==> src/pud_pkg.sv <==
package pud_pkg;

  localparam logic [7:0] CH_PLUS  = 8'h2B;
  localparam logic [7:0] CH_PCT   = 8'h25;
  localparam logic [7:0] CH_U     = 8'h75;
  localparam logic [7:0] CH_SPACE = 8'h20;
  localparam logic [5:0] BAD_NIBBLE = 6'h3F;
  localparam logic [7:0] BAD_BYTE   = 8'hFF;

  localparam logic REG_WIDE_ENABLE = 1'b0;
  localparam logic REG_SWAP_ORDER  = 1'b1;

  typedef enum logic [2:0] {
    PH_IDLE = 3'd0,
    PH_PCT  = 3'd1,
    PH_N1   = 3'd2,
    PH_U    = 3'd3,
    PH_W1   = 3'd4,
    PH_W2   = 3'd5,
    PH_W3   = 3'd6
  } pud_phase_t;

  // Up to two decoded bytes produced by one input character.
  typedef struct packed {
    logic [1:0] n;
    logic [7:0] b0;
    logic       l0;
    logic [7:0] b1;
    logic       l1;
  } pud_pair_t;

  function automatic logic [5:0] nib(input logic [7:0] c);
    logic [5:0] v;
    v = BAD_NIBBLE;
    if (c >= 8'h30 && c <= 8'h39) v = 6'(c - 8'h30);
    else if (c >= 8'h41 && c <= 8'h46) v = 6'(c - 8'h41 + 8'd10);
    else if (c >= 8'h61 && c <= 8'h66) v = 6'(c - 8'h61 + 8'd10);
    return v;
  endfunction

  // High nibble keeps its low four bits; an invalid low nibble spills into bits 5:4.
  function automatic logic [7:0] join_nib(input logic [5:0] hi, input logic [5:0] lo);
    return {hi[3:0], 4'b0000} | {2'b00, lo};
  endfunction

endpackage

==> src/pud_ifs.sv <==
interface pud_in_if;
  logic       valid;
  logic       ready;
  logic [7:0] in_char;
  logic       in_last;
  modport source (output valid, output in_char, output in_last, input ready);
  modport sink (input valid, input in_char, input in_last, output ready);
endinterface

interface pud_out_if;
  logic       valid;
  logic       ready;
  logic [7:0] out_byte;
  logic       out_last;
  modport source (output valid, output out_byte, output out_last, input ready);
  modport sink (input valid, input out_byte, input out_last, output ready);
endinterface

interface pud_cfg_if;
  logic valid;
  logic ready;
  logic index;
  logic data;
  modport source (output valid, output index, output data, input ready);
  modport sink (input valid, input index, input data, output ready);
endinterface

==> src/pud_decode.sv <==
module pud_decode
  import pud_pkg::*;
(
  input  logic       clk,
  input  logic       rst,
  input  logic       accept,
  input  logic [7:0] in_char,
  input  logic       in_last,
  input  logic       wide_en,
  input  logic       swap,
  output pud_pair_t  pair
);

  pud_phase_t phase, phase_next;
  logic [5:0] acc, acc_next;
  logic [7:0] held, held_next;

  function automatic logic [15:0] order(input logic sw, input logic [7:0] first,
                                        input logic [7:0] second);
    return sw ? {second, first} : {first, second};
  endfunction

  always_comb begin
    logic [5:0]  nv;
    logic [15:0] pr;
    nv = nib(in_char);
    pr = '0;
    phase_next = phase;
    acc_next   = acc;
    held_next  = held;
    pair       = '0;

    unique case (phase)
      PH_PCT: begin
        if (wide_en && in_char == CH_U) begin
          phase_next = PH_U;
        end else begin
          acc_next   = nv;
          phase_next = PH_N1;
        end
      end
      PH_N1: begin
        pair.n     = 2'd1;
        pair.b0    = join_nib(acc, nv);
        phase_next = PH_IDLE;
      end
      PH_U: begin
        acc_next   = nv;
        phase_next = PH_W1;
      end
      PH_W1: begin
        held_next  = join_nib(acc, nv);
        phase_next = PH_W2;
      end
      PH_W2: begin
        acc_next   = nv;
        phase_next = PH_W3;
      end
      PH_W3: begin
        pr         = order(swap, held, join_nib(acc, nv));
        pair.n     = 2'd2;
        pair.b0    = pr[15:8];
        pair.b1    = pr[7:0];
        phase_next = PH_IDLE;
      end
      default: begin
        phase_next = PH_IDLE;
        if (in_char == CH_PLUS) begin
          pair.n  = 2'd1;
          pair.b0 = CH_SPACE;
        end else if (in_char == CH_PCT) begin
          phase_next = PH_PCT;
        end else begin
          pair.n  = 2'd1;
          pair.b0 = in_char;
        end
      end
    endcase

    if (in_last) begin
      // Close an open escape: missing digits read as invalid.
      unique case (phase_next)
        PH_PCT: begin
          pair.n  = 2'd1;
          pair.b0 = BAD_BYTE;
        end
        PH_N1: begin
          pair.n  = 2'd1;
          pair.b0 = join_nib(acc_next, BAD_NIBBLE);
        end
        PH_U:  pr = order(swap, BAD_BYTE, BAD_BYTE);
        PH_W1: pr = order(swap, join_nib(acc_next, BAD_NIBBLE), BAD_BYTE);
        PH_W2: pr = order(swap, held_next, BAD_BYTE);
        PH_W3: pr = order(swap, held_next, join_nib(acc_next, BAD_NIBBLE));
        default: ;
      endcase
      if (phase_next == PH_U || phase_next == PH_W1 || phase_next == PH_W2 ||
          phase_next == PH_W3) begin
        pair.n  = 2'd2;
        pair.b0 = pr[15:8];
        pair.b1 = pr[7:0];
      end
      pair.l0    = (pair.n == 2'd1);
      pair.l1    = (pair.n == 2'd2);
      phase_next = PH_IDLE;
      acc_next   = '0;
      held_next  = '0;
    end
  end

  always_ff @(posedge clk) begin
    if (rst) begin
      phase <= PH_IDLE;
      acc   <= '0;
      held  <= '0;
    end else if (accept) begin
      phase <= phase_next;
      acc   <= acc_next;
      held  <= held_next;
    end
  end

endmodule

==> src/pud_outbuf.sv <==
module pud_outbuf
  import pud_pkg::*;
(
  input  logic      clk,
  input  logic      rst,
  input  logic      load,
  input  pud_pair_t pair,
  output logic      room,
  pud_out_if.source out_ch
);

  logic [1:0] cnt, cnt_next;
  logic [7:0] byte0, byte1;
  logic       last0, last1;
  logic       pop;

  assign out_ch.valid    = (cnt != 2'd0);
  assign out_ch.out_byte = byte0;
  assign out_ch.out_last = last0;
  assign pop  = out_ch.valid && out_ch.ready;
  // Take a new pair only when the buffer is empty by the end of this cycle.
  assign room = (cnt == 2'd0) || (cnt == 2'd1 && out_ch.ready);

  always_comb begin
    cnt_next = cnt;
    if (load)     cnt_next = pair.n;
    else if (pop) cnt_next = cnt - 2'd1;
  end

  always_ff @(posedge clk) begin
    if (rst) cnt <= '0;
    else     cnt <= cnt_next;
  end

  always_ff @(posedge clk) begin
    if (load) begin
      byte0 <= pair.b0;
      last0 <= pair.l0;
      byte1 <= pair.b1;
      last1 <= pair.l1;
    end else if (pop) begin
      byte0 <= byte1;
      last0 <= last1;
    end
  end

endmodule

==> src/percent_unescape_decoder.sv <==
// URL percent-unescape decoder, one character per transaction.
//
// in_ch  (sink):   in_char / in_last, one escaped character per transaction.
// out_ch (source): out_byte / out_last, one decoded byte per transaction;
//                  out_last marks the final byte of a string.
// cfg    (sink):   index 0 = wide_escape_enable, index 1 = swap_wide_order.
//                  Always ready; write only while the decoder is idle.
//
// Timing: a result appears on out_ch in the cycle after the character that
// completes it is accepted. Throughput: one character per cycle while out_ch
// is ready and each character yields at most one byte; a character that
// yields two bytes (wide escape end, or a string ending inside a wide
// escape) holds in_ch ready low while the second byte drains through the
// two-entry result buffer.
// Reset: escape phase returns to idle, both config bits read 1, the result
// buffer empties.
// Stall: when out_ch is not ready, results stay in the buffer and in_ch
// ready drops once no room remains for the next character's results.
module percent_unescape_decoder
  import pud_pkg::*;
(
  input  logic      clk,
  input  logic      rst,
  pud_in_if.sink    in_ch,
  pud_out_if.source out_ch,
  pud_cfg_if.sink   cfg
);

  logic      wide_en;
  logic      swap;
  logic      room;
  logic      accept;
  pud_pair_t pair;

  // Config writes land immediately.
  assign cfg.ready = 1'b1;

  always_ff @(posedge clk) begin
    if (rst) begin
      wide_en <= 1'b1;
      swap    <= 1'b1;
    end else if (cfg.valid) begin
      unique case (cfg.index)
        REG_WIDE_ENABLE: wide_en <= cfg.data;
        REG_SWAP_ORDER:  swap    <= cfg.data;
        default: ;
      endcase
    end
  end

  // Accept a character whenever the buffer can take its results.
  assign in_ch.ready = room;
  assign accept      = in_ch.valid && room;

  pud_decode u_decode (
    .clk     (clk),
    .rst     (rst),
    .accept  (accept),
    .in_char (in_ch.in_char),
    .in_last (in_ch.in_last),
    .wide_en (wide_en),
    .swap    (swap),
    .pair    (pair)
  );

  pud_outbuf u_outbuf (
    .clk    (clk),
    .rst    (rst),
    .load   (accept),
    .pair   (pair),
    .room   (room),
    .out_ch (out_ch)
  );

endmodule

==> src/flat_wrapper.sv <==
// flat-port wrapper written by rule: the top's interface ports become plain ports
module percent_unescape_decoder_flat import pud_pkg::*;
  (clk, rst, in_ch_valid, in_ch_in_char, in_ch_in_last, in_ch_ready, out_ch_valid, out_ch_out_byte, out_ch_out_last, out_ch_ready, cfg_valid, cfg_index, cfg_data, cfg_ready);
  pud_in_if in_ch_i ();
  pud_out_if out_ch_i ();
  pud_cfg_if cfg_i ();
  input  logic clk;
  input  logic rst;
  input wire logic [$bits(in_ch_i.valid)-1:0] in_ch_valid;
  input wire logic [$bits(in_ch_i.in_char)-1:0] in_ch_in_char;
  input wire logic [$bits(in_ch_i.in_last)-1:0] in_ch_in_last;
  output wire logic [$bits(in_ch_i.ready)-1:0] in_ch_ready;
  output wire logic [$bits(out_ch_i.valid)-1:0] out_ch_valid;
  output wire logic [$bits(out_ch_i.out_byte)-1:0] out_ch_out_byte;
  output wire logic [$bits(out_ch_i.out_last)-1:0] out_ch_out_last;
  input wire logic [$bits(out_ch_i.ready)-1:0] out_ch_ready;
  input wire logic [$bits(cfg_i.valid)-1:0] cfg_valid;
  input wire logic [$bits(cfg_i.index)-1:0] cfg_index;
  input wire logic [$bits(cfg_i.data)-1:0] cfg_data;
  output wire logic [$bits(cfg_i.ready)-1:0] cfg_ready;
  assign in_ch_i.valid = in_ch_valid;
  assign in_ch_i.in_char = in_ch_in_char;
  assign in_ch_i.in_last = in_ch_in_last;
  assign in_ch_ready = in_ch_i.ready;
  assign out_ch_valid = out_ch_i.valid;
  assign out_ch_out_byte = out_ch_i.out_byte;
  assign out_ch_out_last = out_ch_i.out_last;
  assign out_ch_i.ready = out_ch_ready;
  assign cfg_i.valid = cfg_valid;
  assign cfg_i.index = cfg_index;
  assign cfg_i.data = cfg_data;
  assign cfg_ready = cfg_i.ready;
  percent_unescape_decoder u_core (.clk(clk), .rst(rst), .in_ch(in_ch_i), .out_ch(out_ch_i), .cfg(cfg_i));
endmodule
==> config.mk <==
export PLATFORM = sky130hd
export DESIGN_NAME = percent_unescape_decoder_flat
export DESIGN_NICKNAME = d
export VERILOG_FILES = /design/src/pud_pkg.sv /design/src/pud_ifs.sv /design/src/pud_decode.sv /design/src/pud_outbuf.sv /design/src/percent_unescape_decoder.sv /design/src/flat_wrapper.sv
export SDC_FILE = /design/constraint.sdc
export NUM_CORES = 1
export LEC_CHECK = 0
export ABC_AREA = 1
export BUFFER_PORTS_ARGS = -buffer_cell sky130_fd_sc_hd__buf_4
export CAP_MARGIN = 20
export CORE_ASPECT_RATIO = 1.2
export CORE_MARGIN = 5
export CORE_UTILIZATION = 40
export DETAILED_ROUTE_END_ITERATION = 10
export GPL_TIMING_DRIVEN = 0
export HOLD_SLACK_MARGIN = 0.12
export PLACE_DENSITY_LB_ADDON = 0.15
export SKIP_CTS_REPAIR_TIMING = 1
export SLEW_MARGIN = 20
export SYNTH_ARGS = -nofsm -noshare
export SYNTH_HDL_FRONTEND = slang
export SYNTH_SLANG_ARGS = --single-unit
==> constraint.sdc <==
create_clock -name clk -period 1.9 [get_ports clk]
set_input_delay 0.19 -clock clk [delete_from_list [all_inputs] [get_ports clk]]
set_output_delay 0.19 -clock clk [all_outputs]
set_load 0.05 [all_outputs]
==> summary.md <==
| Metric | Value |
|---|---|
| Nature of the critical path endpoint | register |
| CTS HTree Levels | 2 |
| FILL cells | 758 |
| Power consumption | 3.23 mW |
| GP Congestion | 0.999 |
| Clock skew | 0.00325 ns |
| Busiest grt layer | met2 |
| CTS Buf Count | 5 |
| Clock Pin Slew Worst Setup and Hold Paths | 0.08 ns |
| Root Driver | clkbuf_8 |
| Placed cell area | 0.00323 mm^2 |
| Most frequent cells in the layout | nand2_1 (124), inv_1 (52), o21ai_0 (39), buf_4 (35), a21oi_1 (30) |
| Crit start category | register |
| Final setup viols | 2 |
| Pins Over Slew Limit | 0 |
| IO Count | 28 |
| Critical Path AT | 1.98 ns |
| Routed len/inst | 15.0 um |
| GR Layer Usage met3 | 3.10% |
| Max_slew headroom | 60.6% |
| R2R setup slack | -0.02 ns |
| Antenna-violating nets left | 0 |
| Pleak | 1.69 nW |
| Hold path endpoint | u_core.swap$_SDFFE_PP1P_ |
| Path depth of the worst reg2reg path | 13 |
| CTS tree | done |
| Drt first pass iters | 4 |
| Worst R2R End | u_core.u_outbuf.out_ch.out_byte[2]$_DFFE_PP_ |
| RSZ-0062 raised after global routing | yes |
| DRC viols | 0 |
| Placement Setup Slack | -0.340 ns |
| Die Height | 104 um |
| Crit path buffers/inverters | 2 |
| Mapped cell area | 0.00292 mm^2 |
| Clk buf depth | 2 |
| Post-route cell area | 0.00354 mm^2 |
| DR iter-0 viols | 164 |
| Max frequency | 520 MHz |
| Cell family with most CP delay | simple AND/OR/NAND/NOR gates |
| Final WS setup | -0.0247 ns |
| Asr flop ratio synth | 0% |
| Max_cap viols | 0 |
| Die X | 88.0 um |
| Critical Path Fanout Max | 6 |
| Flop and latch count out of synthesis | 37 |
| VDD IR max | 872 uV |
| CP Cell Sequence | inv_2 > nor2_2 > inv_2 > nand4_2 > nor2_4 > nand2_2 > nand2_1 > nand2_1 > nand2_4 > a31oi_2 > nand3_1 > nand2_1 > nand2_1 |
| R2R Path Start | u_core.u_decode.phase[1]$_SDFFE_PP0P_ |
| Clk Latency, worst-skew pair | 0.29 ns |
| Warnings from Yosys | 0 |
| Avg Inst Size Synth | 6.54 um^2 |
| IO buf count | 23 |
| Vias per inst | 5.19 |
| Share of cells above drive strength 1 | 23.5% |
| Overflow after GRT | 0 |
| Main synth FF type | dfxtp_1 |
| Final core occ | 49.2% |
| Vias | 2987 |
| First-pass GRT wire length | 13700 um |
| CP peak stage delay | 0.39 ns |
| Post-Layout Cell Count | 576 |
| Largest net degree at the start of global routing | 19 |
| Crit path top cell by count | nand2_1 |
| Slowest CP cell | dfxtp_4 |
| Commonest non-fill, non-tap cell in the layout | nand2_1 |
| Final min period | 1.92 ns |
| Initial Util | 40.6% |
| Vias in the first global route | 2736 |
| Min-Delay Path Depth | 3 |
| Pwr dens | 914 mW/mm^2 |
| Worst-Margin Slew | 0.591 ns |
| Sequential area share after synthesis | 31.6% |
| Synthesized instance count | 446 |
| Wirelength, routed | 8620 um |
| # diodes | 0 |
| Placed Cells | 559 |
| GRT Total Usage | 19.1% |
| Post-synth EDFFs | 18 |
| Die area | 0.00911 mm^2 |
| Distinct cells, synth | 36 |
| Syn_nets | 471 |
| Final critical-path share of the clock period | 101% |
| Critical path data required time | 1.95 ns |
| Hold Path Class | in2reg |
| DP HPWL | 6620 um |
| Outcome | finished, violations left |
| GRT met1 Usage | 25.0% |
| CTS sink cnt | 37 |
| Failing checks | setup timing |
| Setup CP Type | reg2reg |
| Final hold violations | 0 |
| Area delta synth->final | 21.3% |
| Layout Nets | 510 |
| Row count | 34 |
| Hold Crit Start | cfg_data |
| Antenna violations before repair | 0 |
| Grt met2 use | 30.8% |
| Core area | 0.00719 mm^2 |
-- synthesized netlist by cell type, types with 3 or more instances --
cell type	instances	area, um^2
nand4_1	4	25.0
inv_2	5	18.8
a21oi_1	31	155
buf_4	3	22.5
nor3_1	3	15.0
inv_1	60	225
o21ai_2	4	35.0
clkbuf_1	9	33.8
nand2_2	13	81.3
nor2_1	31	116
nand3_1	25	125
ha_1	9	113
nand3_2	4	40.0
buf_2	3	15.0
o21ai_0	42	210
o21ai_1	7	35.0
a31oi_1	4	25.0
edfxtp_1	18	541
dfxtp_1	19	380
nand2_1	129	484
o211ai_1	5	37.5
-- flip-flops by register name, summed over array words and instances (netlist names) --
signal	flops
u_core.u_outbuf.cnt	2
u_core.u_decode.held	8
u_core.u_decode.acc	4
u_core.swap	1
u_core.u_outbuf.out_ch.out_byte	8
u_core.wide_en	1
u_core.u_outbuf.out_ch.out_last	1
u_core.u_outbuf.byte1	8
u_core.u_outbuf.last1	1
u_core.u_decode.phase	3
-- worst reg2reg max path: stages (launching register included) --
cell and delay [ns]:
dfxtp_4 0.39, inv_2 0.05, nor2_2 0.16, inv_2 0.09, nand4_2 0.12, nor2_4 0.06, nand2_2 0.11, nand2_1 0.09
nand2_1 0.11, nand2_4 0.10, a31oi_2 0.19, nand3_1 0.09, nand2_1 0.08, nand2_1 0.05
-- report_power, final --
| group | leakage [nW] | internal (mW) | total [mW] | switching, mW |
|---|---|---|---|---|
| Clock | 0.0528 | 0.388 | 0.683 | 0.295 |
| Combinational | 1.30 | 0.405 | 1.44 | 1.03 |
| Sequential | 0.333 | 1.06 | 1.11 | 0.0488 |
-- layer usage --
metal	vias up	part of all wire [%]
met3	18	5.8
met4	0	2.8
met1	1355	43
li1	1537	-
met5	-	0
met2	77	48
-- final cells by class --
| class | instances | area (um^2) | share of cell area, % |
|---|---|---|---|
| Multi-Input combinational cell | 328 | 1800 | 50.9 |
| Sequential cell | 37 | 928 | 26.2 |
| Inverter | 65 | 259 | 7.32 |
| Timing Repair Buffer | 32 | 240 | 6.79 |
| Tap cell | 90 | 113 | 3.18 |
| Buffer | 16 | 90.1 | 2.55 |
| Clock buffer | 6 | 72.6 | 2.05 |
| Clock inverter | 2 | 33.8 | 0.955 |
-- how the worst max path moves through the flow --
stage / from / end / slack [ns] / cells past startpoint
2_1_floorplan: u_core.u_outbuf.cnt[1]$_SDFFE_PP0P_ / u_core.u_outbuf.out_ch.out_byte[7]$_DFFE_PP_ / 0.02 / 9
3_3_place_gp: in_ch_in_char[1] / u_core.u_outbuf.out_ch.out_byte[3]$_DFFE_PP_ / -0.32 / 12
3_5_place_dp: in_ch_in_char[1] / u_core.u_outbuf.out_ch.out_byte[7]$_DFFE_PP_ / -0.34 / 16
4_1_cts: u_core.u_decode.phase[2]$_SDFFE_PP0P_ / u_core.u_outbuf.out_ch.out_byte[2]$_DFFE_PP_ / -0.15 / 13
5_1_grt: u_core.u_decode.phase[1]$_SDFFE_PP0P_ / u_core.u_outbuf.out_ch.out_byte[0]$_DFFE_PP_ / -0.12 / 13
6_report: u_core.u_decode.phase[1]$_SDFFE_PP0P_ / u_core.u_outbuf.out_ch.out_byte[2]$_DFFE_PP_ / -0.02 / 13
-- cell families (layout without fill, tap and decap cells) --
family	after synthesis	in the layout	share of synthesized area (%)
compound gates	102	102	19.9
simple gates	216	216	33.5
flops	37	37	31.6
buf+inv	81	121	10.9
other cells	1	1	0.129
fa+ha+maj	9	9	3.86
-- through the flow --
stage / setup TNS (ns) / hold WS [ns]
5_1_grt: -0.343 / 0.145
6_report: -0.0355 / 0.140
2_1_floorplan: 0 / 0.336
3_5_place_dp: -3.79 / 0.447
4_1_cts: -0.772 / 0.139
3_3_place_gp: -3.74 / 0.440
Power figures use the tool's default switching activity.
